<file path="config.mk">
export PLATFORM = sky130hd
export DESIGN_NAME = source_text_lexer
export DESIGN_NICKNAME = d
export VERILOG_FILES = /design/src/sv/stl_pkg.sv /design/src/sv/source_text_lexer.sv /design/src/sv/stl_front.sv /design/src/sv/stl_fifo.sv /design/src/sv/stl_back.sv
export VERILOG_INCLUDE_DIRS = /design/src /design/src/sv
export SDC_FILE = /design/constraint.sdc
export NUM_CORES = 1
export LEC_CHECK = 0
export BUFFER_PORTS_ARGS = -buffer_cell sky130_fd_sc_hd__buf_2
export CAP_MARGIN = 10
export CELL_PAD_IN_SITES_DETAIL_PLACEMENT = 0
export CELL_PAD_IN_SITES_GLOBAL_PLACEMENT = 2
export CORE_MARGIN = 5
export CORE_UTILIZATION = 50
export CTS_BUF_LIST = sky130_fd_sc_hd__clkbuf_4 sky130_fd_sc_hd__clkbuf_8
export CTS_CLUSTER_SIZE = 10
export DETAILED_ROUTE_END_ITERATION = 10
export PLACE_DENSITY_LB_ADDON = 0.08
export SLEW_MARGIN = 30
export SYNTH_ARGS = -nofsm -noshare
export SYNTH_HDL_FRONTEND = slang
export SYNTH_HIERARCHICAL = 1
export SYNTH_SLANG_ARGS = --single-unit
</file>
<file path="constraint.sdc">
create_clock -name clk_i -period 13.03 [get_ports clk_i]
set_clock_uncertainty 0.15 [all_clocks]
set_input_delay 1.303 -clock clk_i [delete_from_list [all_inputs] [get_ports clk_i]]
set_output_delay 1.303 -clock clk_i [all_outputs]
set_load 0.005 [all_outputs]
</file>
<file path="src/sv/source_text_lexer_macros.svh">
// Assertion macros for the source text lexer.
// Depends on nothing; the including module must provide clk_i and rst_ni.
`ifndef SOURCE_TEXT_LEXER_MACROS_SVH
`define SOURCE_TEXT_LEXER_MACROS_SVH
`ifndef SYNTHESIS
`define STL_ASSERT(lbl, prop, msg) \
  lbl: assert property (@(posedge clk_i) disable iff (!rst_ni) (prop)) else $error(msg);
`define STL_ASSERT_ALWAYS(lbl, prop, msg) \
  lbl: assert property (@(posedge clk_i) (prop)) else $error(msg);
`else
`define STL_ASSERT(lbl, prop, msg)
`define STL_ASSERT_ALWAYS(lbl, prop, msg)
`endif
`endif

</file>
<file path="src/sv/stl_pkg.sv">
// Shared types, token kind codes, byte codes and keyword tables of the lexer.
// Depends on nothing.
package stl_pkg;

  localparam int unsigned POSITION_BITS_DEF = 16;
  localparam int unsigned FIFO_DEPTH        = 4;
  localparam int unsigned NUM_KW            = 7;
  localparam int unsigned KW_MAX            = 7;
  localparam logic [6:0]  HITS_ALL          = 7'h7F;
  localparam logic [15:0] LINE_MAX          = 16'hFFFF;

  localparam logic [4:0] K_IDENT   = 5'd7;
  localparam logic [4:0] K_NUMBER  = 5'd8;
  localparam logic [4:0] K_STRING  = 5'd9;
  localparam logic [4:0] K_ASSIGN  = 5'd10;
  localparam logic [4:0] K_PLUS    = 5'd11;
  localparam logic [4:0] K_MINUS   = 5'd12;
  localparam logic [4:0] K_MUL     = 5'd13;
  localparam logic [4:0] K_DIV     = 5'd14;
  localparam logic [4:0] K_EQ      = 5'd15;
  localparam logic [4:0] K_NE      = 5'd16;
  localparam logic [4:0] K_LT      = 5'd17;
  localparam logic [4:0] K_GT      = 5'd18;
  localparam logic [4:0] K_LE      = 5'd19;
  localparam logic [4:0] K_GE      = 5'd20;
  localparam logic [4:0] K_LPAREN  = 5'd21;
  localparam logic [4:0] K_RPAREN  = 5'd22;
  localparam logic [4:0] K_LBRACE  = 5'd23;
  localparam logic [4:0] K_RBRACE  = 5'd24;
  localparam logic [4:0] K_EOF     = 5'd25;
  localparam logic [4:0] K_BADBYTE = 5'd26;
  localparam logic [4:0] K_UNTERM  = 5'd27;

  localparam logic OP_BYTE = 1'b0;
  localparam logic OP_END  = 1'b1;

  localparam logic [7:0] CH_TAB    = 8'h09;
  localparam logic [7:0] CH_LF     = 8'h0A;
  localparam logic [7:0] CH_CR     = 8'h0D;
  localparam logic [7:0] CH_SPACE  = 8'h20;
  localparam logic [7:0] CH_BANG   = 8'h21;
  localparam logic [7:0] CH_QUOTE  = 8'h22;
  localparam logic [7:0] CH_LPAREN = 8'h28;
  localparam logic [7:0] CH_RPAREN = 8'h29;
  localparam logic [7:0] CH_STAR   = 8'h2A;
  localparam logic [7:0] CH_PLUS   = 8'h2B;
  localparam logic [7:0] CH_MINUS  = 8'h2D;
  localparam logic [7:0] CH_SLASH  = 8'h2F;
  localparam logic [7:0] CH_0      = 8'h30;
  localparam logic [7:0] CH_9      = 8'h39;
  localparam logic [7:0] CH_LT     = 8'h3C;
  localparam logic [7:0] CH_EQ     = 8'h3D;
  localparam logic [7:0] CH_GT     = 8'h3E;
  localparam logic [7:0] CH_UPPER_A = 8'h41;
  localparam logic [7:0] CH_UPPER_Z = 8'h5A;
  localparam logic [7:0] CH_UNDER  = 8'h5F;
  localparam logic [7:0] CH_LOWER_A = 8'h61;
  localparam logic [7:0] CH_LOWER_Z = 8'h7A;
  localparam logic [7:0] CH_LBRACE = 8'h7B;
  localparam logic [7:0] CH_RBRACE = 8'h7D;

  // Keyword spellings, one row per keyword kind, padded with zeros.
  localparam logic [7:0] KW_TEXT [NUM_KW][KW_MAX] = '{
    '{8'h64, 8'h65, 8'h65, 8'h00, 8'h00, 8'h00, 8'h00},
    '{8'h6D, 8'h61, 8'h00, 8'h00, 8'h00, 8'h00, 8'h00},
    '{8'h6D, 8'h61, 8'h6E, 8'h61, 8'h00, 8'h00, 8'h00},
    '{8'h6D, 8'h67, 8'h62, 8'h65, 8'h00, 8'h00, 8'h00},
    '{8'h67, 8'h6F, 8'h73, 8'h69, 8'h00, 8'h00, 8'h00},
    '{8'h65, 8'h7A, 8'h69, 8'h6F, 8'h6B, 8'h77, 8'h75},
    '{8'hE1, 8'hBB, 8'hA5, 8'h67, 8'h68, 8'h61, 8'h00}
  };
  localparam logic [2:0] KW_LEN [NUM_KW] = '{3'd3, 3'd2, 3'd4, 3'd4, 3'd4, 3'd7, 3'd6};

  typedef enum logic [5:0] {
    M_IDLE    = 6'b000001,
    M_IDENT   = 6'b000010,
    M_NUMBER  = 6'b000100,
    M_STRING  = 6'b001000,
    M_OPER    = 6'b010000,
    M_COMMENT = 6'b100000
  } mode_e;

  typedef struct packed {
    logic [4:0]  kind;
    logic [15:0] start_offset;
    logic [15:0] text_length;
    logic [15:0] src_line;
    logic [7:0]  bad_byte;
    logic        last;
  } token_t;

  // One queue entry holds every token that one input beat produced.
  typedef struct packed {
    logic   two;
    token_t tok0;
    token_t tok1;
  } entry_t;

endpackage

</file>
<file path="src/sv/source_text_lexer.sv">
// Top level of the streaming source text lexer.
// Depends on stl_pkg, stl_front, stl_fifo and stl_back.
//
//   port group   dir  tdata                                   tuser  tlast
//   s_axis       in   text_byte                               op     -
//   m_axis       out  start, length, line, bad_byte (56 bits) kind   last
//
// The front end takes one source byte per cycle while the queue is not full
// and writes its tokens into a four-entry queue in the same cycle.
// The output stage sends one token per cycle while m_axis is ready; a byte
// that closes one token and yields another sends the two as separate beats.
// s_axis_tready_o drops only while the queue is full, so a stalled output
// blocks the input once four token-producing beats wait in the queue.
// Reset puts the scanner at line 1, offset 0; the end marker does the same.
module source_text_lexer #(
  parameter int unsigned POSITION_BITS = stl_pkg::POSITION_BITS_DEF
) (
  input  logic        clk_i,
  input  logic        rst_ni,
  input  logic        s_axis_tvalid_i,
  output logic        s_axis_tready_o,
  input  logic [7:0]  s_axis_tdata_i,  // text_byte
  input  logic        s_axis_tuser_i,  // op
  output logic        m_axis_tvalid_o,
  input  logic        m_axis_tready_i,
  output logic [55:0] m_axis_tdata_o,  // start_offset, text_length, src_line, bad_byte
  output logic [4:0]  m_axis_tuser_o,  // kind
  output logic        m_axis_tlast_o   // last
);

  logic            push, pop, empty, full;
  stl_pkg::entry_t entry, head;

  stl_front #(
    .POSITION_BITS(POSITION_BITS)
  ) u_front (
    .clk_i          (clk_i),
    .rst_ni         (rst_ni),
    .s_axis_tvalid_i(s_axis_tvalid_i),
    .s_axis_tready_o(s_axis_tready_o),
    .s_axis_tdata_i (s_axis_tdata_i),
    .s_axis_tuser_i (s_axis_tuser_i),
    .full_i         (full),
    .push_o         (push),
    .entry_o        (entry)
  );

  stl_fifo u_fifo (
    .clk_i  (clk_i),
    .rst_ni (rst_ni),
    .push_i (push),
    .entry_i(entry),
    .pop_i  (pop),
    .head_o (head),
    .empty_o(empty),
    .full_o (full)
  );

  stl_back u_back (
    .clk_i          (clk_i),
    .rst_ni         (rst_ni),
    .head_i         (head),
    .empty_i        (empty),
    .pop_o          (pop),
    .m_axis_tvalid_o(m_axis_tvalid_o),
    .m_axis_tready_i(m_axis_tready_i),
    .m_axis_tdata_o (m_axis_tdata_o),
    .m_axis_tuser_o (m_axis_tuser_o),
    .m_axis_tlast_o (m_axis_tlast_o)
  );

endmodule

</file>
<file path="src/sv/stl_front.sv">
// Front end of the lexer: accepts source beats, updates the scanner state
// and builds one queue entry per beat that yields tokens. Depends on stl_pkg.
module stl_front #(
  parameter int unsigned POSITION_BITS = stl_pkg::POSITION_BITS_DEF
) (
  input  logic            clk_i,
  input  logic            rst_ni,
  input  logic            s_axis_tvalid_i,
  output logic            s_axis_tready_o,
  input  logic [7:0]      s_axis_tdata_i,  // text_byte
  input  logic            s_axis_tuser_i,  // op
  input  logic            full_i,
  output logic            push_o,
  output stl_pkg::entry_t entry_o
);

  localparam int unsigned P  = POSITION_BITS;
  localparam int unsigned EW = (P > 16) ? P : 17;
  localparam logic [P-1:0] POS_MAX = '1;

  stl_pkg::mode_e mode_q, mode_d;
  logic [7:0]     held_q, held_d;
  logic [P-1:0]   start_q, start_d;
  logic [P-1:0]   len_q, len_d;
  logic [15:0]    line_q, line_d;
  logic [6:0]     hits_q, hits_d;
  logic [P-1:0]   pos_q, pos_d;

  logic           accept;
  logic [7:0]     b;
  logic           is_alpha, is_digit, id_first, id_more;

  stl_pkg::mode_e sb_mode;
  logic [7:0]     sb_held;
  logic [P-1:0]   sb_start, sb_len;
  logic [6:0]     sb_hits;
  logic           sb_line, sb_emit;
  stl_pkg::token_t sb_tok;

  logic           f_en, s_en, do_line;
  stl_pkg::token_t f_tok, s_tok, ident_tok, held_tok, t0, t1;
  logic [4:0]     ident_kind, pair_kind;

  function automatic logic [P-1:0] pos_inc(input logic [P-1:0] v);
    return (v == POS_MAX) ? v : v + P'(1);
  endfunction

  function automatic logic [15:0] clamp16(input logic [P-1:0] v);
    logic [EW-1:0] ext;
    ext = EW'(v);
    return (|ext[EW-1:16]) ? 16'hFFFF : ext[15:0];
  endfunction

  function automatic stl_pkg::token_t make_tok(input logic [4:0] kind,
                                               input logic [P-1:0] start,
                                               input logic [P-1:0] len,
                                               input logic [7:0] bad,
                                               input logic [15:0] line);
    stl_pkg::token_t t;
    t.kind         = kind;
    t.start_offset = clamp16(start);
    t.text_length  = clamp16(len);
    t.src_line     = line;
    t.bad_byte     = bad;
    t.last         = 1'b0;
    return t;
  endfunction

  function automatic logic [6:0] hits_update(input logic [6:0] hits,
                                             input logic [P-1:0] idx,
                                             input logic [7:0] c);
    logic [6:0] h;
    h = '0;
    for (int k = 0; k < stl_pkg::NUM_KW; k++) begin
      if (hits[k] && (idx < P'(stl_pkg::KW_LEN[k])) &&
          (stl_pkg::KW_TEXT[k][idx[2:0]] == c)) begin
        h[k] = 1'b1;
      end
    end
    return h;
  endfunction

  assign accept          = s_axis_tvalid_i && s_axis_tready_o;
  assign s_axis_tready_o = !full_i;
  assign b               = s_axis_tdata_i;

  assign is_alpha = ((b >= stl_pkg::CH_LOWER_A) && (b <= stl_pkg::CH_LOWER_Z)) ||
                    ((b >= stl_pkg::CH_UPPER_A) && (b <= stl_pkg::CH_UPPER_Z));
  assign is_digit = (b >= stl_pkg::CH_0) && (b <= stl_pkg::CH_9);
  assign id_first = is_alpha || (b == stl_pkg::CH_UNDER) || b[7];
  assign id_more  = id_first || is_digit;

  // Start of a new token from the idle state.
  always_comb begin
    sb_mode  = stl_pkg::M_IDLE;
    sb_held  = held_q;
    sb_start = start_q;
    sb_len   = len_q;
    sb_hits  = stl_pkg::HITS_ALL;
    sb_line  = 1'b0;
    sb_emit  = 1'b0;
    sb_tok   = make_tok(stl_pkg::K_BADBYTE, pos_q, P'(1), b, line_q);
    if ((b == stl_pkg::CH_SPACE) || (b == stl_pkg::CH_TAB) || (b == stl_pkg::CH_CR)) begin
      sb_mode = stl_pkg::M_IDLE;
    end else if (b == stl_pkg::CH_LF) begin
      sb_line = 1'b1;
    end else if (id_first) begin
      sb_mode  = stl_pkg::M_IDENT;
      sb_start = pos_q;
      sb_len   = P'(1);
      sb_hits  = hits_update(stl_pkg::HITS_ALL, '0, b);
    end else if (is_digit) begin
      sb_mode  = stl_pkg::M_NUMBER;
      sb_start = pos_q;
      sb_len   = P'(1);
    end else begin
      unique case (b)
        stl_pkg::CH_QUOTE: begin
          sb_mode  = stl_pkg::M_STRING;
          sb_start = pos_inc(pos_q);
          sb_len   = '0;
        end
        stl_pkg::CH_EQ, stl_pkg::CH_LT, stl_pkg::CH_GT, stl_pkg::CH_BANG,
        stl_pkg::CH_SLASH: begin
          sb_mode  = stl_pkg::M_OPER;
          sb_held  = b;
          sb_start = pos_q;
        end
        stl_pkg::CH_PLUS: begin
          sb_emit = 1'b1;
          sb_tok  = make_tok(stl_pkg::K_PLUS, pos_q, P'(1), 8'h00, line_q);
        end
        stl_pkg::CH_MINUS: begin
          sb_emit = 1'b1;
          sb_tok  = make_tok(stl_pkg::K_MINUS, pos_q, P'(1), 8'h00, line_q);
        end
        stl_pkg::CH_STAR: begin
          sb_emit = 1'b1;
          sb_tok  = make_tok(stl_pkg::K_MUL, pos_q, P'(1), 8'h00, line_q);
        end
        stl_pkg::CH_LPAREN: begin
          sb_emit = 1'b1;
          sb_tok  = make_tok(stl_pkg::K_LPAREN, pos_q, P'(1), 8'h00, line_q);
        end
        stl_pkg::CH_RPAREN: begin
          sb_emit = 1'b1;
          sb_tok  = make_tok(stl_pkg::K_RPAREN, pos_q, P'(1), 8'h00, line_q);
        end
        stl_pkg::CH_LBRACE: begin
          sb_emit = 1'b1;
          sb_tok  = make_tok(stl_pkg::K_LBRACE, pos_q, P'(1), 8'h00, line_q);
        end
        stl_pkg::CH_RBRACE: begin
          sb_emit = 1'b1;
          sb_tok  = make_tok(stl_pkg::K_RBRACE, pos_q, P'(1), 8'h00, line_q);
        end
        default: begin
          sb_emit = 1'b1;
        end
      endcase
    end
  end

  // Tokens that close the current identifier or held operator.
  always_comb begin
    ident_kind = stl_pkg::K_IDENT;
    for (int k = 0; k < stl_pkg::NUM_KW; k++) begin
      if (hits_q[k] && (len_q == P'(stl_pkg::KW_LEN[k]))) begin
        ident_kind = 5'(k);
      end
    end
    ident_tok = make_tok(ident_kind, start_q, len_q, 8'h00, line_q);

    unique case (held_q)
      stl_pkg::CH_EQ:    held_tok = make_tok(stl_pkg::K_ASSIGN, start_q, P'(1), 8'h00, line_q);
      stl_pkg::CH_LT:    held_tok = make_tok(stl_pkg::K_LT, start_q, P'(1), 8'h00, line_q);
      stl_pkg::CH_GT:    held_tok = make_tok(stl_pkg::K_GT, start_q, P'(1), 8'h00, line_q);
      stl_pkg::CH_SLASH: held_tok = make_tok(stl_pkg::K_DIV, start_q, P'(1), 8'h00, line_q);
      default:           held_tok = make_tok(stl_pkg::K_BADBYTE, start_q, P'(1), held_q, line_q);
    endcase

    unique case (held_q)
      stl_pkg::CH_EQ: pair_kind = stl_pkg::K_EQ;
      stl_pkg::CH_LT: pair_kind = stl_pkg::K_LE;
      stl_pkg::CH_GT: pair_kind = stl_pkg::K_GE;
      default:        pair_kind = stl_pkg::K_NE;
    endcase
  end

  always_comb begin
    mode_d  = mode_q;
    held_d  = held_q;
    start_d = start_q;
    len_d   = len_q;
    hits_d  = hits_q;
    pos_d   = pos_q;
    do_line = 1'b0;
    f_en    = 1'b0;
    f_tok   = ident_tok;
    s_en    = 1'b0;
    s_tok   = sb_tok;

    if (s_axis_tuser_i == stl_pkg::OP_END) begin
      unique case (mode_q)
        stl_pkg::M_IDENT: begin
          f_en = 1'b1;
        end
        stl_pkg::M_NUMBER: begin
          f_en  = 1'b1;
          f_tok = make_tok(stl_pkg::K_NUMBER, start_q, len_q, 8'h00, line_q);
        end
        stl_pkg::M_STRING: begin
          f_en  = 1'b1;
          f_tok = make_tok(stl_pkg::K_UNTERM, start_q, len_q, 8'h00, line_q);
        end
        stl_pkg::M_OPER: begin
          f_en  = 1'b1;
          f_tok = held_tok;
        end
        default: begin
          f_en = 1'b0;
        end
      endcase
      s_en    = 1'b1;
      s_tok   = make_tok(stl_pkg::K_EOF, pos_q, '0, 8'h00, line_q);
      mode_d  = stl_pkg::M_IDLE;
      held_d  = 8'h00;
      start_d = '0;
      len_d   = '0;
      hits_d  = stl_pkg::HITS_ALL;
      pos_d   = '0;
    end else begin
      pos_d = pos_inc(pos_q);
      unique case (mode_q)
        stl_pkg::M_IDENT: begin
          if (id_more) begin
            hits_d = hits_update(hits_q, len_q, b);
            len_d  = pos_inc(len_q);
          end else begin
            f_en    = 1'b1;
            mode_d  = sb_mode;
            held_d  = sb_held;
            start_d = sb_start;
            len_d   = sb_len;
            hits_d  = sb_hits;
            do_line = sb_line;
            s_en    = sb_emit;
          end
        end
        stl_pkg::M_NUMBER: begin
          if (is_digit) begin
            len_d = pos_inc(len_q);
          end else begin
            f_en    = 1'b1;
            f_tok   = make_tok(stl_pkg::K_NUMBER, start_q, len_q, 8'h00, line_q);
            mode_d  = sb_mode;
            held_d  = sb_held;
            start_d = sb_start;
            len_d   = sb_len;
            hits_d  = sb_hits;
            do_line = sb_line;
            s_en    = sb_emit;
          end
        end
        stl_pkg::M_STRING: begin
          if (b == stl_pkg::CH_QUOTE) begin
            f_en   = 1'b1;
            f_tok  = make_tok(stl_pkg::K_STRING, start_q, len_q, 8'h00, line_q);
            mode_d = stl_pkg::M_IDLE;
          end else begin
            do_line = (b == stl_pkg::CH_LF);
            len_d   = pos_inc(len_q);
          end
        end
        stl_pkg::M_OPER: begin
          if ((held_q == stl_pkg::CH_SLASH) && (b == stl_pkg::CH_SLASH)) begin
            mode_d = stl_pkg::M_COMMENT;
            held_d = 8'h00;
          end else if ((b == stl_pkg::CH_EQ) && (held_q != stl_pkg::CH_SLASH)) begin
            f_en   = 1'b1;
            f_tok  = make_tok(pair_kind, start_q, P'(2), 8'h00, line_q);
            mode_d = stl_pkg::M_IDLE;
            held_d = 8'h00;
          end else begin
            f_en    = 1'b1;
            f_tok   = held_tok;
            mode_d  = sb_mode;
            held_d  = (sb_mode == stl_pkg::M_OPER) ? sb_held : 8'h00;
            start_d = sb_start;
            len_d   = sb_len;
            hits_d  = sb_hits;
            do_line = sb_line;
            s_en    = sb_emit;
          end
        end
        stl_pkg::M_COMMENT: begin
          if (b == stl_pkg::CH_LF) begin
            do_line = 1'b1;
            mode_d  = stl_pkg::M_IDLE;
          end
        end
        default: begin
          mode_d  = sb_mode;
          held_d  = sb_held;
          start_d = sb_start;
          len_d   = sb_len;
          hits_d  = sb_hits;
          do_line = sb_line;
          s_en    = sb_emit;
        end
      endcase
    end

    if (s_axis_tuser_i == stl_pkg::OP_END) begin
      line_d = 16'd1;
    end else if (do_line && (line_q != stl_pkg::LINE_MAX)) begin
      line_d = line_q + 16'd1;
    end else begin
      line_d = line_q;
    end
  end

  // The closing token goes first; the last token of the beat carries last.
  always_comb begin
    t0      = f_en ? f_tok : s_tok;
    t0.last = !(f_en && s_en);
    t1      = s_tok;
    t1.last = 1'b1;
    entry_o.two  = f_en && s_en;
    entry_o.tok0 = t0;
    entry_o.tok1 = t1;
  end

  assign push_o = accept && (f_en || s_en);

  always_ff @(posedge clk_i or negedge rst_ni) begin
    if (!rst_ni) begin
      mode_q  <= stl_pkg::M_IDLE;
      held_q  <= 8'h00;
      start_q <= '0;
      len_q   <= '0;
      line_q  <= 16'd1;
      hits_q  <= stl_pkg::HITS_ALL;
      pos_q   <= '0;
    end else if (accept) begin
      mode_q  <= mode_d;
      held_q  <= held_d;
      start_q <= start_d;
      len_q   <= len_d;
      line_q  <= line_d;
      hits_q  <= hits_d;
      pos_q   <= pos_d;
    end
  end

endmodule

</file>
<file path="src/sv/stl_fifo.sv">
// Short token queue between the lexer front end and the output stage.
// Depends on stl_pkg and source_text_lexer_macros.svh.
`include "source_text_lexer_macros.svh"

module stl_fifo (
  input  logic            clk_i,
  input  logic            rst_ni,
  input  logic            push_i,
  input  stl_pkg::entry_t entry_i,
  input  logic            pop_i,
  output stl_pkg::entry_t head_o,
  output logic            empty_o,
  output logic            full_o
);

  localparam int unsigned DEPTH = stl_pkg::FIFO_DEPTH;
  localparam int unsigned PW    = (DEPTH > 1) ? $clog2(DEPTH) : 1;
  localparam int unsigned CW    = $clog2(DEPTH + 1);

  stl_pkg::entry_t mem [DEPTH];
  logic [PW-1:0]   wr_q, wr_d, rd_q, rd_d;
  logic [CW-1:0]   cnt_q, cnt_d;
  logic            do_push, do_pop;

  assign full_o  = (cnt_q == CW'(DEPTH));
  assign empty_o = (cnt_q == '0);
  assign do_push = push_i && !full_o;
  assign do_pop  = pop_i && !empty_o;
  assign head_o  = mem[rd_q];

  always_comb begin
    wr_d  = wr_q;
    rd_d  = rd_q;
    cnt_d = cnt_q;
    if (do_push) begin
      wr_d = (wr_q == PW'(DEPTH - 1)) ? '0 : wr_q + PW'(1);
    end
    if (do_pop) begin
      rd_d = (rd_q == PW'(DEPTH - 1)) ? '0 : rd_q + PW'(1);
    end
    if (do_push && !do_pop) begin
      cnt_d = cnt_q + CW'(1);
    end else if (do_pop && !do_push) begin
      cnt_d = cnt_q - CW'(1);
    end
  end

  always_ff @(posedge clk_i) begin
    if (do_push) begin
      mem[wr_q] <= entry_i;
    end
  end

  always_ff @(posedge clk_i or negedge rst_ni) begin
    if (!rst_ni) begin
      wr_q  <= '0;
      rd_q  <= '0;
      cnt_q <= '0;
    end else begin
      wr_q  <= wr_d;
      rd_q  <= rd_d;
      cnt_q <= cnt_d;
    end
  end

  `STL_ASSERT(a_no_overflow, !(push_i && full_o), "token pushed into a full queue")
  `STL_ASSERT(a_no_underflow, !(pop_i && empty_o), "token popped from an empty queue")
  `STL_ASSERT(a_count_tracks, (do_push && !do_pop) |=> (cnt_q == $past(cnt_q) + CW'(1)), "queue count lost a push")
  `STL_ASSERT_ALWAYS(a_count_range, !rst_ni || (cnt_q <= CW'(DEPTH)), "queue count beyond depth")

endmodule

</file>
<file path="src/sv/stl_back.sv">
// Output stage: splits two-token queue entries into single beats and holds
// the result register toward the master port. Depends on stl_pkg.
module stl_back (
  input  logic            clk_i,
  input  logic            rst_ni,
  input  stl_pkg::entry_t head_i,
  input  logic            empty_i,
  output logic            pop_o,
  output logic            m_axis_tvalid_o,
  input  logic            m_axis_tready_i,
  output logic [55:0]     m_axis_tdata_o,  // start_offset, text_length, src_line, bad_byte
  output logic [4:0]      m_axis_tuser_o,  // kind
  output logic            m_axis_tlast_o   // last
);

  logic            valid_q, valid_d;
  logic            half_q, half_d;
  logic            load;
  stl_pkg::token_t out_q;

  assign load    = !empty_i && (!valid_q || m_axis_tready_i);
  assign pop_o   = load && (!head_i.two || half_q);
  assign half_d  = load ? (head_i.two && !half_q) : half_q;
  assign valid_d = load ? 1'b1 : (m_axis_tready_i ? 1'b0 : valid_q);

  always_ff @(posedge clk_i or negedge rst_ni) begin
    if (!rst_ni) begin
      valid_q <= 1'b0;
      half_q  <= 1'b0;
    end else begin
      valid_q <= valid_d;
      half_q  <= half_d;
    end
  end

  always_ff @(posedge clk_i) begin
    if (load) begin
      out_q <= half_q ? head_i.tok1 : head_i.tok0;
    end
  end

  assign m_axis_tvalid_o = valid_q;
  assign m_axis_tdata_o  = {out_q.bad_byte, out_q.src_line, out_q.text_length,
                            out_q.start_offset};
  assign m_axis_tuser_o  = out_q.kind;
  assign m_axis_tlast_o  = out_q.last;

endmodule

</file>
==> Yosys cells after proc, flatten, opt, wreduce, memory -nomap -nowiden <==
Memory sizes are Yosys's and may differ from the RTL's.
Cells that the tools add are included.
{ "op_classes": {"add_sub_neg": 7, "n_lt_le_gt_ge": 12, "n_eq_ne": 61, "n_reduce_logical": 68, "bitwise_logic": 1, "mux": 147} }
{ "op_table": {"columns": ["op", "count"], "rows": [
  ["2-to-1 mux 62 bit", 10],
  ["one-hot mux 62 bit (7 select lines)", 1],
  ["2-to-1 mux 16 bit", 25],
  ["one-hot mux 62 bit (3 select lines)", 2],
  ["one-hot mux 62 bit (4 select lines)", 1],
  ["2-to-1 mux 8 bit", 25],
  ["equality test 8 x 6 -> 1 bit (second input constant)", 16],
  ["2-to-1 mux 61 bit", 2],
  ["one-hot mux 16 bit (5 select lines)", 1],
  ["2-to-1 mux 6 bit", 11],
  ["one-hot mux 16 bit (4 select lines)", 1],
  ["equality test 8 bit", 7],
  ["2-to-1 mux 7 bit", 8],
  ["adder 16 x 1 -> 16 bit (second input constant)", 3],
  ["equality test 16 x 3 -> 1 bit (second input constant)", 3],
  ["< comparator 16 x 3 -> 1 bit (second input constant)", 3],
  ["2-to-1 mux 1 bit", 40],
  ["logical AND 1 bit", 37],
  ["equality test 16 bit (second input constant)", 2],
  ["equality test 16 x 2 -> 1 bit (second input constant)", 2],
  ["equality test 7 x 8 -> 1 bit (first input constant)", 4],
  ["< comparator 16 x 2 -> 1 bit (second input constant)", 2],
  ["one-hot mux 16 bit (2 select lines)", 1],
  ["one-hot mux 8 bit (4 select lines)", 1],
  ["other kinds (45)", 88]
]} }
{ "word_totals": {"input_bits": 13, "mem_count": 8, "romBits": 448, "word_cells": 322, "output_inout_bits": 64, "ff_bits": 156, "ram_bits": 496} }
{ "memory_table": {"columns": ["memory", "words", "width", "rd", "rd_ports_with_merged_regs", "wr", "line", "rtl"], "rows": [
  ["u_fifo.mem", 4, 124, 1, 0, 1, "stl_fifo.sv:20", "stl_pkg::entry_t mem [DEPTH];"],
  ["(no name shown)", 8, 8, 1, 0, 0, "stl_front.sv:76", "(stl_pkg::KW_TEXT[k][idx[2:0]] == c)) begin"],
  ["(no name shown)", 8, 8, 1, 0, 0, "stl_front.sv:76", null],
  ["(no name shown)", 8, 8, 1, 0, 0, "stl_front.sv:76", null],
  ["(no name shown)", 8, 8, 1, 0, 0, "stl_front.sv:76", null],
  ["(no name shown)", 8, 8, 1, 0, 0, "stl_front.sv:76", null],
  ["+2 memories", null, null, null, null, null, null, null]
]} }

==> Depth between registers and ports, before layout <==
{ "depth": {"depth_word": 19, "ltp_mapped": 17, "mapped_depth_nobuf": 13} }

==> By module <==
The synthesis kept the hierarchy.
{ "modules_own_cells": {"columns": ["module", "cells_each", "seq_area_each_um2", "area_per_inst_um2", "instances"], "rows": [
  ["stl_fifo", 690, 15189.6, 18428.9, 1],
  ["stl_front", 1016, 2138.3, 7764.9, 1],
  ["stl_back", 140, 1911.8, 3004.1, 1]
]} }

==> Worst setup path after synthesis <==
OpenSTA, ideal clock, no wires.
{ "synth_path": {"path_type": "input to register", "startpoint": "in s_axis_tdata_i[6]", "endpoint": "mem u_fifo/mem[0][0] (netlist bit), enable pin", "n_path_buf": 4, "required_time_ns": 12.381, "setup_ns": 0.499, "setup_slack_ns": 6.079, "cell_stages": 11, "t_arrival_ns": 6.303, "cell_sequence": "buf_2 -> nor4b_2 -> a41oi_1 -> a22o_1 -> o211a_1 -> buf_2 -> buf_2 -> a21oi_1 -> nor2b_1 -> buf_2 -> and2_1"} }
{ "synth_via": {"elab_chain_cells": 17, "elab_cells_between_ends": 51, "classes_between": "order compare (6); eq/ne (11); mux (19); reduce/logical (15)"} }
{ "synth_rtl": {"columns": ["item", "line", "rtl"], "rows": [
  ["start: declaration", "source_text_lexer.sv:22", "input logic [7:0] s_axis_tdata_i,"],
  [">= comparator 8 x 7 -> 1 bit, or another cell as far along", "stl_front.sv:87", "assign is_alpha = ((b >= stl_pkg::CH_LOWER_A) && (b <= stl_pkg::CH_LOWER_Z)) ||"],
  ["logical AND 1 bit, on equally long branches", "stl_front.sv:87, stl_front.sv:88", null],
  ["logical OR 1 bit", "stl_front.sv:87", null],
  ["logical OR 1 bit (2 in a row)", "stl_front.sv:90", "assign id_first = is_alpha || (b == stl_pkg::CH_UNDER) || b[7];"],
  ["2-to-1 mux 1 bit", "stl_front.sv:107", "end else if (id_first) begin"],
  ["2-to-1 mux 1 bit", "stl_front.sv:105", "end else if (b == stl_pkg::CH_LF) begin"],
  ["2-to-1 mux 1 bit", "stl_front.sv:103", "if ((b == stl_pkg::CH_SPACE) || (b == stl_pkg::CH_TAB) || (b == stl_pkg::CH_CR)) begin"],
  ["2-to-1 mux 1 bit", "stl_front.sv:279", "end else if ((b == stl_pkg::CH_EQ) && (held_q != stl_pkg::CH_SLASH)) begin"],
  ["[2 not listed]", null, null],
  ["2-to-1 mux 1 bit", "stl_front.sv:203", "if (s_axis_tuser_i == stl_pkg::OP_END) begin"],
  ["logical OR 1 bit (*)", "stl_front.sv:334", "assign push_o = accept && (f_en || s_en);"],
  ["logical AND 1 bit (*)", "stl_front.sv:334", null],
  ["via push", "source_text_lexer.sv:31", "logic push, pop, empty, full;"],
  ["logical AND 1 bit (*)", "stl_fifo.sv:27", "assign do_push = push_i && !full_o;"],
  ["via u_fifo.do_push", "stl_fifo.sv:23", "logic do_push, do_pop;"],
  ["2-to-1 mux 1 bit (*)", "stl_fifo.sv:49", "if (do_push) begin"],
  ["2-to-1 mux 1 bit (not written as such) (*)", "stl_fifo.sv:50", "mem[wr_q] <= entry_i;"],
  ["end: declaration", "stl_fifo.sv:20", null]
]} }
The timed path passes the listed nets; every way through them passes the cells marked *.

==> Final worst setup path <==
{ "layout_path": {"startpoint": "in s_axis_tdata_i[1]", "endpoint": "mem u_fifo/mem[1][78] (netlist bit), enable pin"} }
{ "layout_via": {"elab_chain_cells": 17, "elab_cells_between_ends": 51, "classes_between": "order compare (6); eq/ne (11); mux (19); reduce/logical (15)"} }
{ "layout_rtl": {"columns": ["item", "line", "rtl"], "rows": [
  [">= comparator 8 x 7 -> 1 bit, or another cell as far along", "stl_front.sv:87", null],
  ["logical AND 1 bit, on equally long branches", "stl_front.sv:87, stl_front.sv:88", null],
  ["logical OR 1 bit", "stl_front.sv:87", null],
  ["logical OR 1 bit (2 in a row)", "stl_front.sv:90", null],
  ["2-to-1 mux 1 bit", "stl_front.sv:107", null],
  ["2-to-1 mux 1 bit", "stl_front.sv:105", null],
  ["2-to-1 mux 1 bit", "stl_front.sv:103", null],
  ["2-to-1 mux 1 bit", "stl_front.sv:279", null],
  ["2-to-1 mux 1 bit", "stl_front.sv:276", "if ((held_q == stl_pkg::CH_SLASH) && (b == stl_pkg::CH_SLASH)) begin"],
  ["one-hot mux 1 bit (4 select lines)", "stl_front.sv:234", "unique case (mode_q)"],
  ["2-to-1 mux 1 bit", "stl_front.sv:203", null],
  ["logical OR 1 bit (*)", "stl_front.sv:334", null],
  ["logical AND 1 bit (*)", "stl_front.sv:334", null],
  ["via push", "source_text_lexer.sv:31", null],
  ["logical AND 1 bit (*)", "stl_fifo.sv:27", null],
  ["2-to-1 mux 1 bit (*)", "stl_fifo.sv:49", null],
  ["2-to-1 mux 1 bit (not written as such) (*)", "stl_fifo.sv:50", null]
]} }
Marked as above.

==> flow_results.org <==
** Synth
- Syn avg cell area :: 15.8 um^2
- After synthesis, the cell types taking the most area are edfxtp_1, mux4_2, dfrtp_1.
- Of the total synthesized cell area, the portion taken by AND, OR, NAND and NOR gates is 8.08%.
- After synthesis, the largest family of logic cells by area is multiplexers.
- For this run, the leading register cell type out of synthesis is edfxtp_1.
- Summing the areas of all compound-gate instances in the mapped netlist gives 6.38% of the synthesized area.
- Cell count after synthesis :: 1846
- Share of async-settable or async-resettable flops after synthesis :: 14.3%
- Count of state elements after synthesis :: 656
- In the synthesized netlist, mux cells make up 14.1% of the area.
- edfxtp_1 takes more of the synthesized area than any other cell.
- Share of the synthesized area in the top cell type :: 57.8%
- After synthesis, the netlist uses 92 different library cells.
- Summing the areas of all xor and xnor instances in the mapped netlist gives 1.05% of the synthesized area.
- Sequential elements use 65.9% of the synthesized area.
- Warnings from Yosys :: 6
- Yosys mapped a number of flops with a built-in enable equal to 562.
- Post-synthesis adder-cell area fraction :: 0.711%
- The synthesized netlist occupies a cell area of 29200 um^2.

** Worst hold path
- Worst min-delay path endpoint :: u_front/start_q[14]$_DFFE_PN0P_
- Cell depth of the worst min-delay path :: 1
- The worst hold path begins at u_front/start_q[14]$_DFFE_PN0P_.
- The min-delay analysis places its worst path in the category flop to flop.

** Critical path
- Counting stages on the worst path, the most repeated cell is buf_4.
- Longest individual stage delay on the worst path :: 0.81 ns
- Measured in cells, the most critical reg-to-reg path has a length of 10.
- Setup slack on the worst reg-to-reg path comes out at 7.48 ns.
- By startpoint and endpoint, the worst setup path is classified as input port to flop.
- The worst register-to-register path begins at u_front/mode_q[5]$_DFFE_PN0P_.
- On the critical path the largest part of the delay comes from buffers and inverters.
- At the worst endpoint, the required time is 13.20 ns.
- STA classifies the critical path startpoint as an input port.
- Critical path endpoint category :: flop
- CP cell instances :: buf_2, nor4b_1, a41oi_1, a22o_1, o211a_1, buf_4, a21oi_1, nor2b_1, and2_4, buf_4, buf_4
- In this run the worst path has a maximum fanout of 59.
- Arrival @ worst endpoint :: 6.27 ns
- Together, buffers and inverters on the worst path number 4.
- The worst register-to-register path ends at u_fifo/mem[1][78]$_DFFE_PP_.
- The slowest stage of the critical path belongs to the cell buf_4.

** Layout
- At the end of the flow the core is filled with cells to 55.5%.
- The finished cells cover 32100 um^2.
- Compared with the post-synthesis result, the final layout area differs by 9.80%.
- Share of layout cells above drive strength 1 :: 26.0%
- For this run, the post-layout net count is 1934.

** Global route
- The via count of the first global-routing pass came to 16600.
- Number of antenna violations at the first check in global routing :: 2
- Summed over all layers, the global routing overflow is 0.
- Overall track demand over capacity in global routing :: 20.1%
- The first global-routing pass estimated 99200 um of wire.
- Largest net degree at the start of global routing :: 107

** Floorplanning
- FP Rows :: 88
- Die Wd :: 252 um
- Starting Density :: 50.5%
- Height of the die :: 252 um
- Core region area :: 57800 um^2
- Die ar. :: 63300 um^2
- Total I/O pin count :: 77

** Routing
- For this block, the routed nets add up to 63800 um of wire.
- Detailed routing inserted a total of 16100 vias.
- In the routed design, unresolved DRC markers number 0.
- The first TritonRoute pass finished after 5 iterations.
- First-iteration detailed-routing DRC count :: 1065
- In the final routed layout, each cell accounts on average for 23.1 um.
- Antenna Nets Post-Route :: 0
- Vias per cell :: 5.83

** Run status
- The run finished with clean final reports.

** Run
- Max_cap viols :: 0

** Clock network
- Resize count post-CTS :: 0
- Clk slew on worst S/H paths :: 0.06 ns
- The tree built by TritonCTS fans out to 656 sinks.
- Clock root buffer master :: clkbuf_8
- Maximum root-to-sink buffer count :: 3
- Counting the buffers created by CTS gives 104.
- Hold_buf cts :: 0
- At the later pin of the worst-skew pair, clock insertion delay measures 0.70 ns.
- Post-CTS setup buffer count :: 0
- CTS tree :: done
- H-tree levels :: 3

** STA
- Derived from the worst setup path, the maximum achievable clock frequency is 164 MHz.
- Setup-failing EPs final :: 0
- At the pin with the least slew margin, the transition time is 1.03 ns.
- Unrepaired setup endpoints after global routing :: no
- Setup total negative slack on the finished layout was measured at 0 ns.
- The worst pin sits at a relative slew slack of 31.5%.
- For the finished layout, the period the worst path requires is 6.10 ns.
- The total count of hold-check failures in the final report is 0.
- The final critical path takes up 46.8% of the cycle.
- Number of pins exceeding their max-slew limit in the final report :: 0

** Place
- Summed over all nets, the half-perimeter wirelength after detailed placement is 39300 um.
- The congestion estimate from routability-driven global placement came to 0.863.
- The count of buffers added on input and output ports is 76.
- Area of placed instances :: 29900 um^2

** Power and ir drop
- Total leakage power :: 11.1 nW
- Across the VDD grid, the largest voltage drop is 0.141 mV.
- Pwr dens :: 201 nW/um^2
[metal layers]
metal / wire (um) / GRT usage (%) / part of all wire [%]
met5: 0 / 0 / 0
met4: 1570 / 6.61 / 2.5
met3: 3400 / 4.01 / 5.3
met2: 30700 / 32.4 / 48
met1: 28100 / 28.1 / 44
[cell usage after synthesis, types with 6 or more instances]
master,count
edfxtp_1,562
mux4_2,125
nand2_1,97
nor2_1,92
dfrtp_1,85
clkbuf_1,74
o21ai_0,70
mux2_4,59
buf_4,49
a21oi_1,46
nand3_1,40
and2_1,39
inv_1,33
nor3_1,30
buf_2,26
nor2b_1,26
mux2i_1,25
xor2_1,23
nand4_1,21
nor4_1,19
a31oi_1,18
a22o_1,17
ha_1,15
o22ai_1,13
mux2_2,12
xnor2_1,12
and3_1,11
dfstp_2,9
nand2b_1,9
o211ai_1,9
or3_1,9
a211oi_1,8
nand4b_1,8
o31ai_1,8
a22oi_1,7
buf_6,7
a21o_1,6
buf_12,6
nor3b_1,6
nor4b_1,6
[through the flow]
step           std cells  power (mW)  setup slack, ns  hold WS, ns
2_1_floorplan       1860        4.32             6.08        0.303
3_3_place_gp        2562        4.75             6.24        0.323
3_5_place_dp        2563        4.78             6.23        0.329
4_1_cts             2752        6.57             6.99        0.343
5_1_grt             2755        6.81             6.61        0.373
6_report            2757        6.46             6.93        0.344
[registers in the layout, summed over array words and instances, names as in the netlist]
register	count
u_front/hits_q	7
u_front/held_q	8
u_front/mode_q	6
u_fifo/mem	500
u_front/start_q	16
u_front/len_q	16
u_fifo/rd_q	2
u_front/line_q	16
u_fifo/cnt_q	3
u_back/m_axis_tlast_o	1
u_fifo/wr_q	2
u_back/half_q	1
u_back/m_axis_tuser_o	5
u_back/m_axis_tvalid_o	1
u_front/pos_q	16
u_back/m_axis_tdata_o	56
[report_power, final]
part	total (mW)	internal, mW	switching [mW]
clock	1.76	0.988	0.772
sequential	3.02	2.80	0.224
combinational	1.67	0.844	0.831
[cell usage in the layout (no fill, tap or decap), types with 11 or more instances in the layout]
master    instances
mux4_2          125
a21oi_1          45
a31oi_1          18
ha_1             15
mux2_2           12
nand2_1          97
clkbuf_8        115
conb_1           16
dfrtp_1          82
buf_4            22
o22ai_1          13
a22o_1           17
nor4_1           19
nor2b_1          26
and2_1           35
nand4_1          21
clkbuf_4         48
edfxtp_1        562
mux2_4           59
clkinv_1         12
buf_2            75
nand3_1          40
o21ai_0          70
nor3_1           30
mux2i_1          25
xor2_1           23
xnor2_1          12
nor2_1           91
and3_1           11
inv_1            33
[how the worst max path moves through the flow]
stage	startpoint	to	slack, ns	cells past startpoint
floorplan	s_axis_tdata_i[6]	u_fifo/mem[0][0]$_DFFE_PP_	6.08	11
finish	s_axis_tdata_i[1]	u_fifo/mem[1][78]$_DFFE_PP_	6.93	11
global placement	s_axis_tdata_i[1]	u_fifo/mem[0][119]$_DFFE_PP_	6.24	11
detailed placement	s_axis_tdata_i[1]	u_fifo/mem[1][13]$_DFFE_PP_	6.23	11
global route	s_axis_tdata_i[1]	u_fifo/mem[1][16]$_DFFE_PP_	6.61	11
CTS	s_axis_tdata_i[1]	u_fifo/mem[1][14]$_DFFE_PP_	6.99	11
[logic make-up (layout without fill, tap and decap cells)]
| family | after synthesis | after routing |
|---|---|---|
| flip-flops | 656 | 656 |
| AND/OR/NAND/NOR | 445 | 445 |
| AO/OA/AOI/OAI | 272 | 272 |
| multiplexers | 223 | 223 |
| buffers and inverters | 197 | 325 |
| XOR/XNOR | 35 | 35 |
| adder cells (fa/ha/maj) | 16 | 16 |
| other | 2 | 20 |
[final cells by class]
class / instances / area, um^2
inverters: 33 / 124
diodes: 4 / 10.0
multi-input cells: 1007 / 8940
well taps: 765 / 957
flip-flops and latches: 656 / 19300
clock buffers: 163 / 1940
fillers: 4654 / 25700
clock inverters: 26 / 204
repair buffers: 103 / 633
No activity file was read; power rests on OpenSTA's default activity.
